**src/design/ptl_pkg.sv**
```systemverilog
// ptl_pkg: shared types, constants and the glyph tables for the text layout block
// no dependencies; used by ptl_glyph, ptl_outbuf and proportional_text_layout_top
package ptl_pkg;

    localparam logic [7:0] CHAR_NEWLINE    = 8'h0A;
    localparam logic [7:0] CHAR_PLAIN_LO   = 8'h20;
    localparam logic [7:0] CHAR_PLAIN_HI   = 8'h7F;
    localparam logic [7:0] CHAR_APOS       = 8'h27;
    localparam logic [7:0] CHAR_QUOTE      = 8'h22;

    localparam logic [6:0] GLYPH_BASE_IDX  = 7'd32;
    localparam int         GLYPH_COUNT     = 97;
    localparam logic [9:0] SRC_FOLD_X      = 10'd467;
    localparam logic [9:0] SRC_FOLD_STEP   = 10'd468;
    localparam logic [9:0] SRC_HALF_ROW_Y  = 10'd12;
    localparam logic [15:0] TEXT_WIDTH_MAX = 16'hFFFF;
    localparam int         LINE_PITCH      = 12;
    localparam int         TOP_INSET       = 3;

    // cumulative left edges of glyphs 32..127 in the font sheet
    localparam logic [9:0] GLYPH_EDGE [0:GLYPH_COUNT-1] = '{
        10'd0,   10'd6,   10'd10,  10'd17,  10'd26,  10'd34,  10'd44,  10'd53,
        10'd58,  10'd64,  10'd70,  10'd77,  10'd84,  10'd88,  10'd96,  10'd100,
        10'd110, 10'd118, 10'd124, 10'd132, 10'd140, 10'd148, 10'd156, 10'd164,
        10'd172, 10'd180, 10'd188, 10'd192, 10'd196, 10'd205, 10'd213, 10'd222,
        10'd230, 10'd239, 10'd249, 10'd258, 10'd266, 10'd275, 10'd283, 10'd291,
        10'd300, 10'd309, 10'd313, 10'd322, 10'd331, 10'd339, 10'd348, 10'd357,
        10'd366, 10'd375, 10'd384, 10'd393, 10'd402, 10'd410, 10'd419, 10'd429,
        10'd438, 10'd448, 10'd458, 10'd467, 10'd473, 10'd483, 10'd489, 10'd498,
        10'd507, 10'd512, 10'd520, 10'd528, 10'd535, 10'd543, 10'd551, 10'd558,
        10'd566, 10'd574, 10'd578, 10'd585, 10'd593, 10'd597, 10'd606, 10'd614,
        10'd622, 10'd630, 10'd638, 10'd645, 10'd653, 10'd661, 10'd669, 10'd677,
        10'd686, 10'd694, 10'd702, 10'd710, 10'd716, 10'd720, 10'd726, 10'd735,
        10'd742
    };

    typedef struct packed {
        logic              hit;
        logic [7:0]        accent;
        logic [7:0]        base;
        logic signed [3:0] dx;
        logic signed [3:0] dy;
    } accent_t;

    typedef struct packed {
        logic               kind;
        logic               first;
        logic signed [15:0] line_x;
        logic signed [15:0] pen_x;
        logic signed [15:0] top_y;
        logic [3:0]         color;
        logic [7:0]         char_code;
    } char_word_t;

    typedef struct packed {
        logic               is_width;
        logic [9:0]         src_x;
        logic [9:0]         src_y;
        logic [3:0]         src_w;
        logic signed [15:0] dst_x;
        logic signed [15:0] dst_y;
        logic [15:0]        text_width;
        logic               last;
    } blit_word_t;

    function automatic logic [9:0] glyph_edge(input logic [6:0] idx);
        logic [9:0] e;
        e = '0;
        if (idx < 7'(GLYPH_COUNT))
        begin
            e = GLYPH_EDGE[idx];
        end
        return e;
    endfunction

    // hungarian latin-2 letters: accent glyph, base letter and accent offset
    function automatic accent_t accent_of(input logic [7:0] code);
        accent_t a;
        a = '0;
        case (code)
            8'hE1:        a = '{1'b1, CHAR_APOS,  8'h61, 4'sd1,  -4'sd1};
            8'hE9:        a = '{1'b1, CHAR_APOS,  8'h65, 4'sd1,  -4'sd1};
            8'hED:        a = '{1'b1, CHAR_APOS,  8'h69, -4'sd1, -4'sd1};
            8'hF3:        a = '{1'b1, CHAR_APOS,  8'h6F, 4'sd1,  -4'sd1};
            8'hFA:        a = '{1'b1, CHAR_APOS,  8'h75, 4'sd1,  -4'sd1};
            8'hF6, 8'hF5: a = '{1'b1, CHAR_QUOTE, 8'h6F, -4'sd1, -4'sd1};
            8'hFC, 8'hFB: a = '{1'b1, CHAR_QUOTE, 8'h75, -4'sd1, -4'sd1};
            8'hC1:        a = '{1'b1, CHAR_APOS,  8'h41, 4'sd5,  -4'sd3};
            8'hC9:        a = '{1'b1, CHAR_APOS,  8'h45, 4'sd2,  -4'sd3};
            8'hCD:        a = '{1'b1, CHAR_APOS,  8'h49, 4'sd0,  -4'sd3};
            8'hD3:        a = '{1'b1, CHAR_APOS,  8'h4F, 4'sd2,  -4'sd3};
            8'hDA:        a = '{1'b1, CHAR_APOS,  8'h55, 4'sd2,  -4'sd3};
            8'hD6, 8'hD5: a = '{1'b1, CHAR_QUOTE, 8'h4F, 4'sd0,  -4'sd3};
            8'hDC, 8'hDB: a = '{1'b1, CHAR_QUOTE, 8'h55, 4'sd0,  -4'sd3};
            default:      a = '0;
        endcase
        return a;
    endfunction

endpackage

```
**src/design/ptl_ifs.sv**
```systemverilog
// ptl_char_if and ptl_blit_if: valid/ready channels for character and blit words
// depends on nothing
interface ptl_char_if;
    logic               valid;
    logic               ready;
    logic               kind;
    logic               first;
    logic signed [15:0] line_x;
    logic signed [15:0] pen_x;
    logic signed [15:0] top_y;
    logic [3:0]         color;
    logic [7:0]         char_code;

    modport source (output valid, kind, first, line_x, pen_x, top_y, color, char_code,
                    input ready);
    modport sink   (input valid, kind, first, line_x, pen_x, top_y, color, char_code,
                    output ready);
endinterface

interface ptl_blit_if;
    logic               valid;
    logic               ready;
    logic               is_width;
    logic [9:0]         src_x;
    logic [9:0]         src_y;
    logic [3:0]         src_w;
    logic signed [15:0] dst_x;
    logic signed [15:0] dst_y;
    logic [15:0]        text_width;
    logic               last;

    modport source (output valid, is_width, src_x, src_y, src_w, dst_x, dst_y, text_width,
                    last, input ready);
    modport sink   (input valid, is_width, src_x, src_y, src_w, dst_x, dst_y, text_width,
                    last, output ready);
endinterface

```
**src/design/ptl_glyph.sv**
```systemverilog
// ptl_glyph: glyph rom lookup, source rectangle in the font sheet and glyph width
// depends on ptl_pkg
module ptl_glyph
(
    input  logic [7:0] ch,
    input  logic [3:0] row,
    output logic [9:0] src_x,
    output logic [9:0] src_y,
    output logic [3:0] src_w
);

    logic [6:0] idx;
    logic [9:0] edge_lo;
    logic [9:0] edge_hi;
    logic [9:0] span;
    logic [9:0] sx0;
    logic [9:0] sy0;

    assign idx     = ch[6:0] - ptl_pkg::GLYPH_BASE_IDX;
    assign edge_lo = ptl_pkg::glyph_edge(idx);
    assign edge_hi = ptl_pkg::glyph_edge(idx + 7'd1);
    assign span    = edge_hi - edge_lo;
    assign src_w   = span[3:0];

    assign sx0 = edge_lo + 10'd1;
    // row * 24 + 1
    assign sy0 = {2'b00, row, 4'b0000} + {3'b000, row, 3'b000} + 10'd1;

    // glyphs past the fold sit on the lower half of the sheet row
    always_comb
    begin
        if (sx0 > ptl_pkg::SRC_FOLD_X)
        begin
            src_x = sx0 - ptl_pkg::SRC_FOLD_STEP;
            src_y = sy0 + ptl_pkg::SRC_HALF_ROW_Y;
        end
        else
        begin
            src_x = sx0;
            src_y = sy0;
        end
    end

endmodule

```
**src/design/ptl_outbuf.sv**
```systemverilog
// ptl_outbuf: two-entry result buffer that loads one or two words and drains in order
// depends on ptl_pkg and ptl_blit_if
module ptl_outbuf
(
    input  logic                   clk,
    input  logic                   rst_n,
    input  logic                   load,
    input  logic [1:0]             load_cnt,
    input  ptl_pkg::blit_word_t    w0,
    input  ptl_pkg::blit_word_t    w1,
    output logic                   free,
    ptl_blit_if.source             dout
);

    logic [1:0]          cnt_reg;
    logic [1:0]          cnt_next;
    ptl_pkg::blit_word_t slot0_reg;
    ptl_pkg::blit_word_t slot0_next;
    ptl_pkg::blit_word_t slot1_reg;
    ptl_pkg::blit_word_t slot1_next;
    logic                pop;

    assign pop  = dout.valid && dout.ready;
    assign free = (cnt_reg == 2'd0) || ((cnt_reg == 2'd1) && pop);

    always_comb
    begin
        cnt_next   = cnt_reg;
        slot0_next = slot0_reg;
        slot1_next = slot1_reg;
        if (load)
        begin
            cnt_next   = load_cnt;
            slot0_next = w0;
            slot1_next = w1;
        end
        else if (pop)
        begin
            cnt_next   = cnt_reg - 2'd1;
            slot0_next = slot1_reg;
        end
    end

    always_ff @(posedge clk or negedge rst_n)
    begin
        if (!rst_n)
        begin
            cnt_reg <= 2'd0;
        end
        else
        begin
            cnt_reg <= cnt_next;
        end
    end

    always_ff @(posedge clk)
    begin
        slot0_reg <= slot0_next;
        slot1_reg <= slot1_next;
    end

    assign dout.valid      = (cnt_reg != 2'd0);
    assign dout.is_width   = slot0_reg.is_width;
    assign dout.src_x      = slot0_reg.src_x;
    assign dout.src_y      = slot0_reg.src_y;
    assign dout.src_w      = slot0_reg.src_w;
    assign dout.dst_x      = slot0_reg.dst_x;
    assign dout.dst_y      = slot0_reg.dst_y;
    assign dout.text_width = slot0_reg.text_width;
    assign dout.last       = slot0_reg.last;

endmodule

```
**src/design/proportional_text_layout_top.sv**
```systemverilog
// proportional_text_layout_top: character input register, pen and width state,
// result composition; depends on ptl_pkg, ptl_ifs, ptl_glyph and ptl_outbuf
//
//   port      dir   word         handshake
//   char_in   sink  char word    valid/ready, taken when both high
//   blit_out  src   blit word    valid/ready, taken when both high
//
// a character is registered, then on commit it updates the pen or width state and
// loads its results into a two-word buffer; a plain character or width word moves
// one per cycle while output is ready, an accented letter loads its two blits at once.
// newlines and unknown codes in layout mode produce no word and never wait on output.
// reset clears pen, line start, sheet row, width sum and all valid flags.
// a stalled output holds the buffer; the input register then fills and ready drops.
module proportional_text_layout_top
#(
    parameter int COORD_BITS = 16
)
(
    input  logic       clk,
    input  logic       rst_n,
    ptl_char_if.sink   char_in,
    ptl_blit_if.source blit_out
);

    logic                    s1_valid_reg;
    logic                    s1_valid_next;
    ptl_pkg::char_word_t     s1_reg;
    ptl_pkg::char_word_t     s1_next;

    logic [COORD_BITS-1:0]   pen_x_reg;
    logic [COORD_BITS-1:0]   pen_x_next;
    logic [COORD_BITS-1:0]   line_x_reg;
    logic [COORD_BITS-1:0]   line_x_next;
    logic [COORD_BITS-1:0]   pen_y_reg;
    logic [COORD_BITS-1:0]   pen_y_next;
    logic [3:0]              row_reg;
    logic [3:0]              row_next;
    logic [15:0]             width_reg;
    logic [15:0]             width_next;

    logic                    in_acc;
    logic                    commit;
    logic                    buf_free;
    logic [1:0]              res_cnt;
    ptl_pkg::blit_word_t     w0;
    ptl_pkg::blit_word_t     w1;

    ptl_pkg::accent_t        acc;
    logic [7:0]              code;
    logic                    plain;
    logic                    newline;
    logic [COORD_BITS+15:0]  ext_line_x;
    logic [COORD_BITS+15:0]  ext_pen_x;
    logic [COORD_BITS+15:0]  ext_top_y;
    logic [COORD_BITS-1:0]   px;
    logic [COORD_BITS-1:0]   py;
    logic [COORD_BITS-1:0]   lsx;
    logic [3:0]              row;
    logic [COORD_BITS-1:0]   ax;
    logic [COORD_BITS-1:0]   ay;
    logic [15:0]             width_base;
    logic [3:0]              width_add;
    logic [16:0]             width_sum;
    logic [15:0]             width_sat;

    logic [7:0]              main_ch;
    logic [9:0]              main_sx;
    logic [9:0]              main_sy;
    logic [3:0]              main_w;
    logic [9:0]              acc_sx;
    logic [9:0]              acc_sy;
    logic [3:0]              acc_w;

    function automatic logic [15:0] low16(input logic [COORD_BITS-1:0] v);
        logic [COORD_BITS+15:0] t;
        t = {16'b0, v};
        return t[15:0];
    endfunction

    // input register
    assign in_acc         = char_in.valid && char_in.ready;
    assign char_in.ready  = !s1_valid_reg || commit;

    always_comb
    begin
        s1_next.kind      = char_in.kind;
        s1_next.first     = char_in.first;
        s1_next.line_x    = char_in.line_x;
        s1_next.pen_x     = char_in.pen_x;
        s1_next.top_y     = char_in.top_y;
        s1_next.color     = char_in.color;
        s1_next.char_code = char_in.char_code;
    end

    always_comb
    begin
        if (in_acc)
        begin
            s1_valid_next = 1'b1;
        end
        else if (commit)
        begin
            s1_valid_next = 1'b0;
        end
        else
        begin
            s1_valid_next = s1_valid_reg;
        end
    end

    // decode
    assign code    = s1_reg.char_code;
    assign acc     = ptl_pkg::accent_of(code);
    assign plain   = (code >= ptl_pkg::CHAR_PLAIN_LO) && (code <= ptl_pkg::CHAR_PLAIN_HI);
    assign newline = (code == ptl_pkg::CHAR_NEWLINE);

    // pen values seen by this word, with a string start applied
    assign ext_line_x = {{COORD_BITS{s1_reg.line_x[15]}}, s1_reg.line_x};
    assign ext_pen_x  = {{COORD_BITS{s1_reg.pen_x[15]}}, s1_reg.pen_x};
    assign ext_top_y  = {{COORD_BITS{s1_reg.top_y[15]}}, s1_reg.top_y};

    always_comb
    begin
        if (s1_reg.first)
        begin
            lsx = ext_line_x[COORD_BITS-1:0];
            px  = ext_pen_x[COORD_BITS-1:0];
            py  = ext_top_y[COORD_BITS-1:0] + COORD_BITS'(ptl_pkg::TOP_INSET);
            row = s1_reg.color;
        end
        else
        begin
            lsx = line_x_reg;
            px  = pen_x_reg;
            py  = pen_y_reg;
            row = row_reg;
        end
    end

    assign ax = px + {{(COORD_BITS-4){acc.dx[3]}}, acc.dx};
    assign ay = py + {{(COORD_BITS-4){acc.dy[3]}}, acc.dy};

    assign main_ch = plain ? code : acc.base;

    ptl_glyph u_glyph_main
    (
        .ch    (main_ch),
        .row   (row),
        .src_x (main_sx),
        .src_y (main_sy),
        .src_w (main_w)
    );

    ptl_glyph u_glyph_accent
    (
        .ch    (acc.accent),
        .row   (row),
        .src_x (acc_sx),
        .src_y (acc_sy),
        .src_w (acc_w)
    );

    // saturating width accumulation
    assign width_base = s1_reg.first ? 16'd0 : width_reg;
    assign width_add  = (plain || acc.hit) ? main_w : 4'd0;
    assign width_sum  = {1'b0, width_base} + {13'b0, width_add};
    assign width_sat  = width_sum[16] ? ptl_pkg::TEXT_WIDTH_MAX : width_sum[15:0];

    // result words
    always_comb
    begin
        w0      = '0;
        w1      = '0;
        res_cnt = 2'd0;
        if (!s1_reg.kind)
        begin
            res_cnt       = 2'd1;
            w0.is_width   = 1'b1;
            w0.text_width = width_sat;
            w0.last       = 1'b1;
        end
        else if (plain)
        begin
            res_cnt  = 2'd1;
            w0.src_x = main_sx;
            w0.src_y = main_sy;
            w0.src_w = main_w;
            w0.dst_x = low16(px);
            w0.dst_y = low16(py);
            w0.last  = 1'b1;
        end
        else if (acc.hit)
        begin
            res_cnt  = 2'd2;
            w0.src_x = acc_sx;
            w0.src_y = acc_sy;
            w0.src_w = acc_w;
            w0.dst_x = low16(ax);
            w0.dst_y = low16(ay);
            w1.src_x = main_sx;
            w1.src_y = main_sy;
            w1.src_w = main_w;
            w1.dst_x = low16(px);
            w1.dst_y = low16(py);
            w1.last  = 1'b1;
        end
    end

    assign commit = s1_valid_reg && ((res_cnt == 2'd0) || buf_free);

    // state update
    always_comb
    begin
        pen_x_next  = pen_x_reg;
        line_x_next = line_x_reg;
        pen_y_next  = pen_y_reg;
        row_next    = row_reg;
        width_next  = width_reg;
        if (commit)
        begin
            if (!s1_reg.kind)
            begin
                width_next = width_sat;
            end
            else
            begin
                line_x_next = lsx;
                row_next    = row;
                pen_x_next  = px;
                pen_y_next  = py;
                if (plain || acc.hit)
                begin
                    pen_x_next = px + COORD_BITS'(main_w);
                end
                else if (newline)
                begin
                    pen_y_next = py + COORD_BITS'(ptl_pkg::LINE_PITCH);
                    pen_x_next = lsx;
                end
            end
        end
    end

    always_ff @(posedge clk or negedge rst_n)
    begin
        if (!rst_n)
        begin
            s1_valid_reg <= 1'b0;
            pen_x_reg    <= '0;
            line_x_reg   <= '0;
            pen_y_reg    <= '0;
            row_reg      <= '0;
            width_reg    <= '0;
        end
        else
        begin
            s1_valid_reg <= s1_valid_next;
            pen_x_reg    <= pen_x_next;
            line_x_reg   <= line_x_next;
            pen_y_reg    <= pen_y_next;
            row_reg      <= row_next;
            width_reg    <= width_next;
        end
    end

    always_ff @(posedge clk)
    begin
        if (in_acc)
        begin
            s1_reg <= s1_next;
        end
    end

    ptl_outbuf u_outbuf
    (
        .clk      (clk),
        .rst_n    (rst_n),
        .load     (commit && (res_cnt != 2'd0)),
        .load_cnt (res_cnt),
        .w0       (w0),
        .w1       (w1),
        .free     (buf_free),
        .dout     (blit_out)
    );

endmodule
```
**src/flat_wrapper.sv**
```systemverilog
// flat-port wrapper written by rule: the top's interface ports become plain ports
module proportional_text_layout_top_flat 
#(
    parameter int COORD_BITS = 16
)
  (clk, rst_n, char_in_valid, char_in_kind, char_in_first, char_in_line_x, char_in_pen_x, char_in_top_y, char_in_color, char_in_char_code, char_in_ready, blit_out_valid, blit_out_is_width, blit_out_src_x, blit_out_src_y, blit_out_src_w, blit_out_dst_x, blit_out_dst_y, blit_out_text_width, blit_out_last, blit_out_ready);
  ptl_char_if char_in_i ();
  ptl_blit_if blit_out_i ();
  input  logic clk;
  input  logic rst_n;
  input wire logic [$bits(char_in_i.valid)-1:0] char_in_valid;
  input wire logic [$bits(char_in_i.kind)-1:0] char_in_kind;
  input wire logic [$bits(char_in_i.first)-1:0] char_in_first;
  input wire logic [$bits(char_in_i.line_x)-1:0] char_in_line_x;
  input wire logic [$bits(char_in_i.pen_x)-1:0] char_in_pen_x;
  input wire logic [$bits(char_in_i.top_y)-1:0] char_in_top_y;
  input wire logic [$bits(char_in_i.color)-1:0] char_in_color;
  input wire logic [$bits(char_in_i.char_code)-1:0] char_in_char_code;
  output wire logic [$bits(char_in_i.ready)-1:0] char_in_ready;
  output wire logic [$bits(blit_out_i.valid)-1:0] blit_out_valid;
  output wire logic [$bits(blit_out_i.is_width)-1:0] blit_out_is_width;
  output wire logic [$bits(blit_out_i.src_x)-1:0] blit_out_src_x;
  output wire logic [$bits(blit_out_i.src_y)-1:0] blit_out_src_y;
  output wire logic [$bits(blit_out_i.src_w)-1:0] blit_out_src_w;
  output wire logic [$bits(blit_out_i.dst_x)-1:0] blit_out_dst_x;
  output wire logic [$bits(blit_out_i.dst_y)-1:0] blit_out_dst_y;
  output wire logic [$bits(blit_out_i.text_width)-1:0] blit_out_text_width;
  output wire logic [$bits(blit_out_i.last)-1:0] blit_out_last;
  input wire logic [$bits(blit_out_i.ready)-1:0] blit_out_ready;
  assign char_in_i.valid = char_in_valid;
  assign char_in_i.kind = char_in_kind;
  assign char_in_i.first = char_in_first;
  assign char_in_i.line_x = char_in_line_x;
  assign char_in_i.pen_x = char_in_pen_x;
  assign char_in_i.top_y = char_in_top_y;
  assign char_in_i.color = char_in_color;
  assign char_in_i.char_code = char_in_char_code;
  assign char_in_ready = char_in_i.ready;
  assign blit_out_valid = blit_out_i.valid;
  assign blit_out_is_width = blit_out_i.is_width;
  assign blit_out_src_x = blit_out_i.src_x;
  assign blit_out_src_y = blit_out_i.src_y;
  assign blit_out_src_w = blit_out_i.src_w;
  assign blit_out_dst_x = blit_out_i.dst_x;
  assign blit_out_dst_y = blit_out_i.dst_y;
  assign blit_out_text_width = blit_out_i.text_width;
  assign blit_out_last = blit_out_i.last;
  assign blit_out_i.ready = blit_out_ready;
  proportional_text_layout_top #(.COORD_BITS(COORD_BITS)) u_core (.clk(clk), .rst_n(rst_n), .char_in(char_in_i), .blit_out(blit_out_i));
endmodule
```
**config.mk**
```make
export PLATFORM = sky130hd
export DESIGN_NAME = proportional_text_layout_top_flat
export DESIGN_NICKNAME = d
export VERILOG_FILES = /design/src/design/ptl_pkg.sv /design/src/design/ptl_ifs.sv /design/src/design/ptl_glyph.sv /design/src/design/ptl_outbuf.sv /design/src/design/proportional_text_layout_top.sv /design/src/flat_wrapper.sv
export SDC_FILE = /design/constraint.sdc
export NUM_CORES = 1
export LEC_CHECK = 0
export ABC_AREA = 1
export BUFFER_PORTS_ARGS = -buffer_cell sky130_fd_sc_hd__clkbuf_2
export CORE_AREA = 2 2 208 210
export DETAILED_ROUTE_END_ITERATION = 12
export DIE_AREA = 0 0 210 212
export SLEW_MARGIN = 0
export SYNTH_ARGS = -nofsm -noshare
export SYNTH_HDL_FRONTEND = slang
export SYNTH_SLANG_ARGS = --single-unit
```
**constraint.sdc**
```tcl
create_clock -name clk -period 6.9 [get_ports clk]
set_input_delay 0.69 -clock clk [delete_from_list [all_inputs] [get_ports clk]]
set_output_delay 0.69 -clock clk [all_outputs]
set_load 0.05 [all_outputs]
```
==> metrics.txt <==
starting density of the core=0.395; area of the multi-input gates=0.00795 mm2; Synth top area share=0.342; main combinational cell family by area after synthesis=simple AND/OR/NAND/NOR gates; Overall Global Routing Usage=0.216; Ant. Diodes=0; post-route cell area=a little under 0.02 mm2; Slowest Stage Delay on Critical Path=approximately 460 ps; Cell Area, Placed=0.0182 mm2; max reg flops=56; instance count on the critical path=35; Pleak=around 9 nW; Avg Cell Area, Syn=between 8 and 9 um2; cell taking the most area after synthesis=edfxtp_1; RSZ-0062 raised after global routing=no; fin worst setup slack=542 ps; R2R Setup Slk=540 ps; DRC Markers=0; Fin Setup TNS=0 ps; Post-Synth Adder-Cell Area=0.0631; Critical Path Sink Type=flip-flop; # rows=76; gate count of the mapped netlist=around 2100; asr flop ratio synth=0.271; Placeable Area=~0.043 mm2; Critical Path RT=~7400 ps; Top delay family on crit path=simple AND/OR/NAND/NOR gates; pwr dens=between 500 and 600 mW/mm2; flops & latches, synth=about 260; non-filler instance count after layout=between 2000 and 3000; Ys Warns=0; area grow syn2layout=15.6%; Synth area leaders=edfxtp_1 34%, nand2_1 11%, dfrtp_1 11%; Die H=around 210 um; crit-path max FO=15; commonest cells in the netlist=510 x nand2_1, 263 x inv_1, 202 x o21ai_0, 191 x edfxtp_1, 186 x nor2_1; Synth Area in Compound Gates=0.140; flip-flop and latch area=around 0.0075 mm2; clock skew=between 30 and 40 ps; period utilisation layout=0.921; CTS sink cnt=roughly 260; XOR/XNOR Fraction of Synth Area=0.0261; CTS max path bufs=3; Worst Reg-to-Reg Cells=35; worst rel slew slack=0.250; hold slack=~270 ps; Worst Setup Path Type=flip-flop to flip-flop; Antenna Nets Post-Route=0; fin. max-slew vios=0; initial DRC count=approximately 890; Max Cap Viol=0; largest net degree at the start of global routing=roughly 80; final-report setup violation count=0; status=finished, final reports clean; Distinct cells, synth=64; layout cells sized above 1=0.161; # IOs=around 140; Final min period=~6400 ps; H-tree depth=1; pre-CTS setup slack=approximately 440 ps; input/output buffers=140; CP max stage cell=edfxtp_1; WP data arrival=a little under 7000 ps; Top FF cell, synth=edfxtp_1; reg-to-reg endpoint=u_core.pen_x_reg[15]; most frequent cell after synthesis=nand2_1; hpwl dp=about 35000 um; CTS buffer count=30; CTS root buf=clkbuf_16; f_max=between 0.15 and 0.2 GHz; fin nets=approximately 2400; DRT Pass-1 Iters=5; mux cell area share after synthesis=0.000596; number of flops mapped to enable cells by yosys=191; final WL=approximately 48000 um; Routed WL per cell=approximately 17 um; Vias per Instance=between 5 and 6; Bufs and invs on worst path=3; post-synthesis sequential area ratio=0.448; vias in the first global route=roughly 14000; die area=between 0.04 and 0.05 mm2; Via Count=~14000; Fin. Hold Viols=0; worst vdd ir=between 0.2 and 0.3 mV; first-pass GRT wire length=approximately 76000 um; Netlist Area Pre-Place=~0.017 mm2; Worst setup endpoint=u_core.pen_x_reg[15]; Setup crit start kind=flip-flop; Worst Max-Slew Pin Slew=about 1100 ps; Worst-Skew Late Latency=~600 ps; fill count=between 4000 and 5000; Die Span X=210 um; total grt overflow=0; placed cells=2730; Clk pin slew, worst setup/hold paths=60 ps; critical path's most frequent cell=nand2_1; min-delay worst type=input pin to flip-flop; Synth Area in Simple Gates=0.239; CTS tree=yes; R2R Path Start=u_core.code[3]; worst setup path startpoint=u_core.code[3]; antenna violations before repair=0; gp weighted congestion=~0.9
-- report_power, final --
group,switching (mW),internal (mW),total [mW]
Combinational,3.90,1.53,5.43
Sequential,0.238,2.48,2.72
Clock,0.677,1.08,1.75
-- routing by layer --
layer | wire length [um] | track usage
met1 | 22500 | 0.303
met2 | 21900 | 0.353
met3 | 2430 | 0.0266
met4 | 1100 | 0.0587
met5 | 0 | 0
-- kinds of logic (layout without fill, tap and decap cells) --
kind of cell / after synthesis / count (layout)
AOI/OAI and AO/OA: 407 / 407
xor gates and xnor gates: 50 / 50
adders and majority gates: 81 / 81
buffers and inverters: 360 / 525
DFF: 262 / 262
muxes: 1 / 1
other: 1 / 2
and+or+nand+nor: 919 / 919
-- metrics by stage --
stage                     utilization  power, mW
final                           0.456       9.90
after global routing            0.456       10.6
after CTS                       0.454       9.91
after detailed placement        0.427       8.10
after global placement          0.427       8.08
after floorplan                     -       6.63
-- area by class of cell --
class | instances | area share
inverters | 279 | 0.0543
clock inverters | 13 | 0.0101
repair inverters | 1 | 0.000258
multi-input cells | 1460 | 0.410
repair buffers | 189 | 0.0555
flip-flops and latches | 262 | 0.387
clock buffers | 43 | 0.0472
well taps | 546 | 0.0352
-- placed cells by master, fill, tap and decap left out, drive strengths merged, types with 3 or more instances in the layout --
cell type    n
a211oi      10
a21o         3
a21oi       73
a22o        13
a2bb2oi      4
a31oi       11
a32oi       10
buf         49
bufinv       4
clkbuf     182
clkinv      11
dfrtp       71
edfxtp     191
fa           6
ha          75
inv        276
nand2      531
nand3      101
nand3b       3
nand4       20
nor2       204
nor3        20
nor4         5
o211ai      13
o21ai      225
o21bai       7
o22ai       12
o31ai       11
or2         32
xnor2       10
xor2        40
-- how the worst min path moves through the flow --
stage	end	slack (ps)	from	cells past startpoint
final	u_core.s1_reg[9]	270	char_in_color[1]	1
after global routing	u_core.ext_pen_x[7]	240	char_in_pen_x[7]	1
after CTS	u_core.s1_reg[9]	230	char_in_color[1]	1
after detailed placement	u_core.pen_x_reg[8]	460	u_core.pen_x_reg[8]	2
after global placement	u_core.pen_x_reg[8]	450	u_core.pen_x_reg[8]	2
after floorplan	u_core.line_x_reg[0]	390	rst_n	0
-- worst register-to-register path, delay by kind of cell (launching register included) --
family,cells,cell delay [ps]
AND/OR/NAND/NOR,20,2330
adder cells (fa/ha/maj),4,1350
AO/OA/AOI/OAI,7,1290
buffers and inverters,3,530
flip-flops,1,460
XOR/XNOR,1,290
-- timing repair --
| action | CTS | global route |
|---|---|---|
| endpoints found under the hold margin | 12 | 0 |
| gates resized for setup | 0 | 16 |
| hold buffers | 1 | 0 |
| buffers inserted | 0 | 5 |
| setup endpoints to repair | 0 | 29 |
No activity file was read; power rests on OpenSTA's default activity.
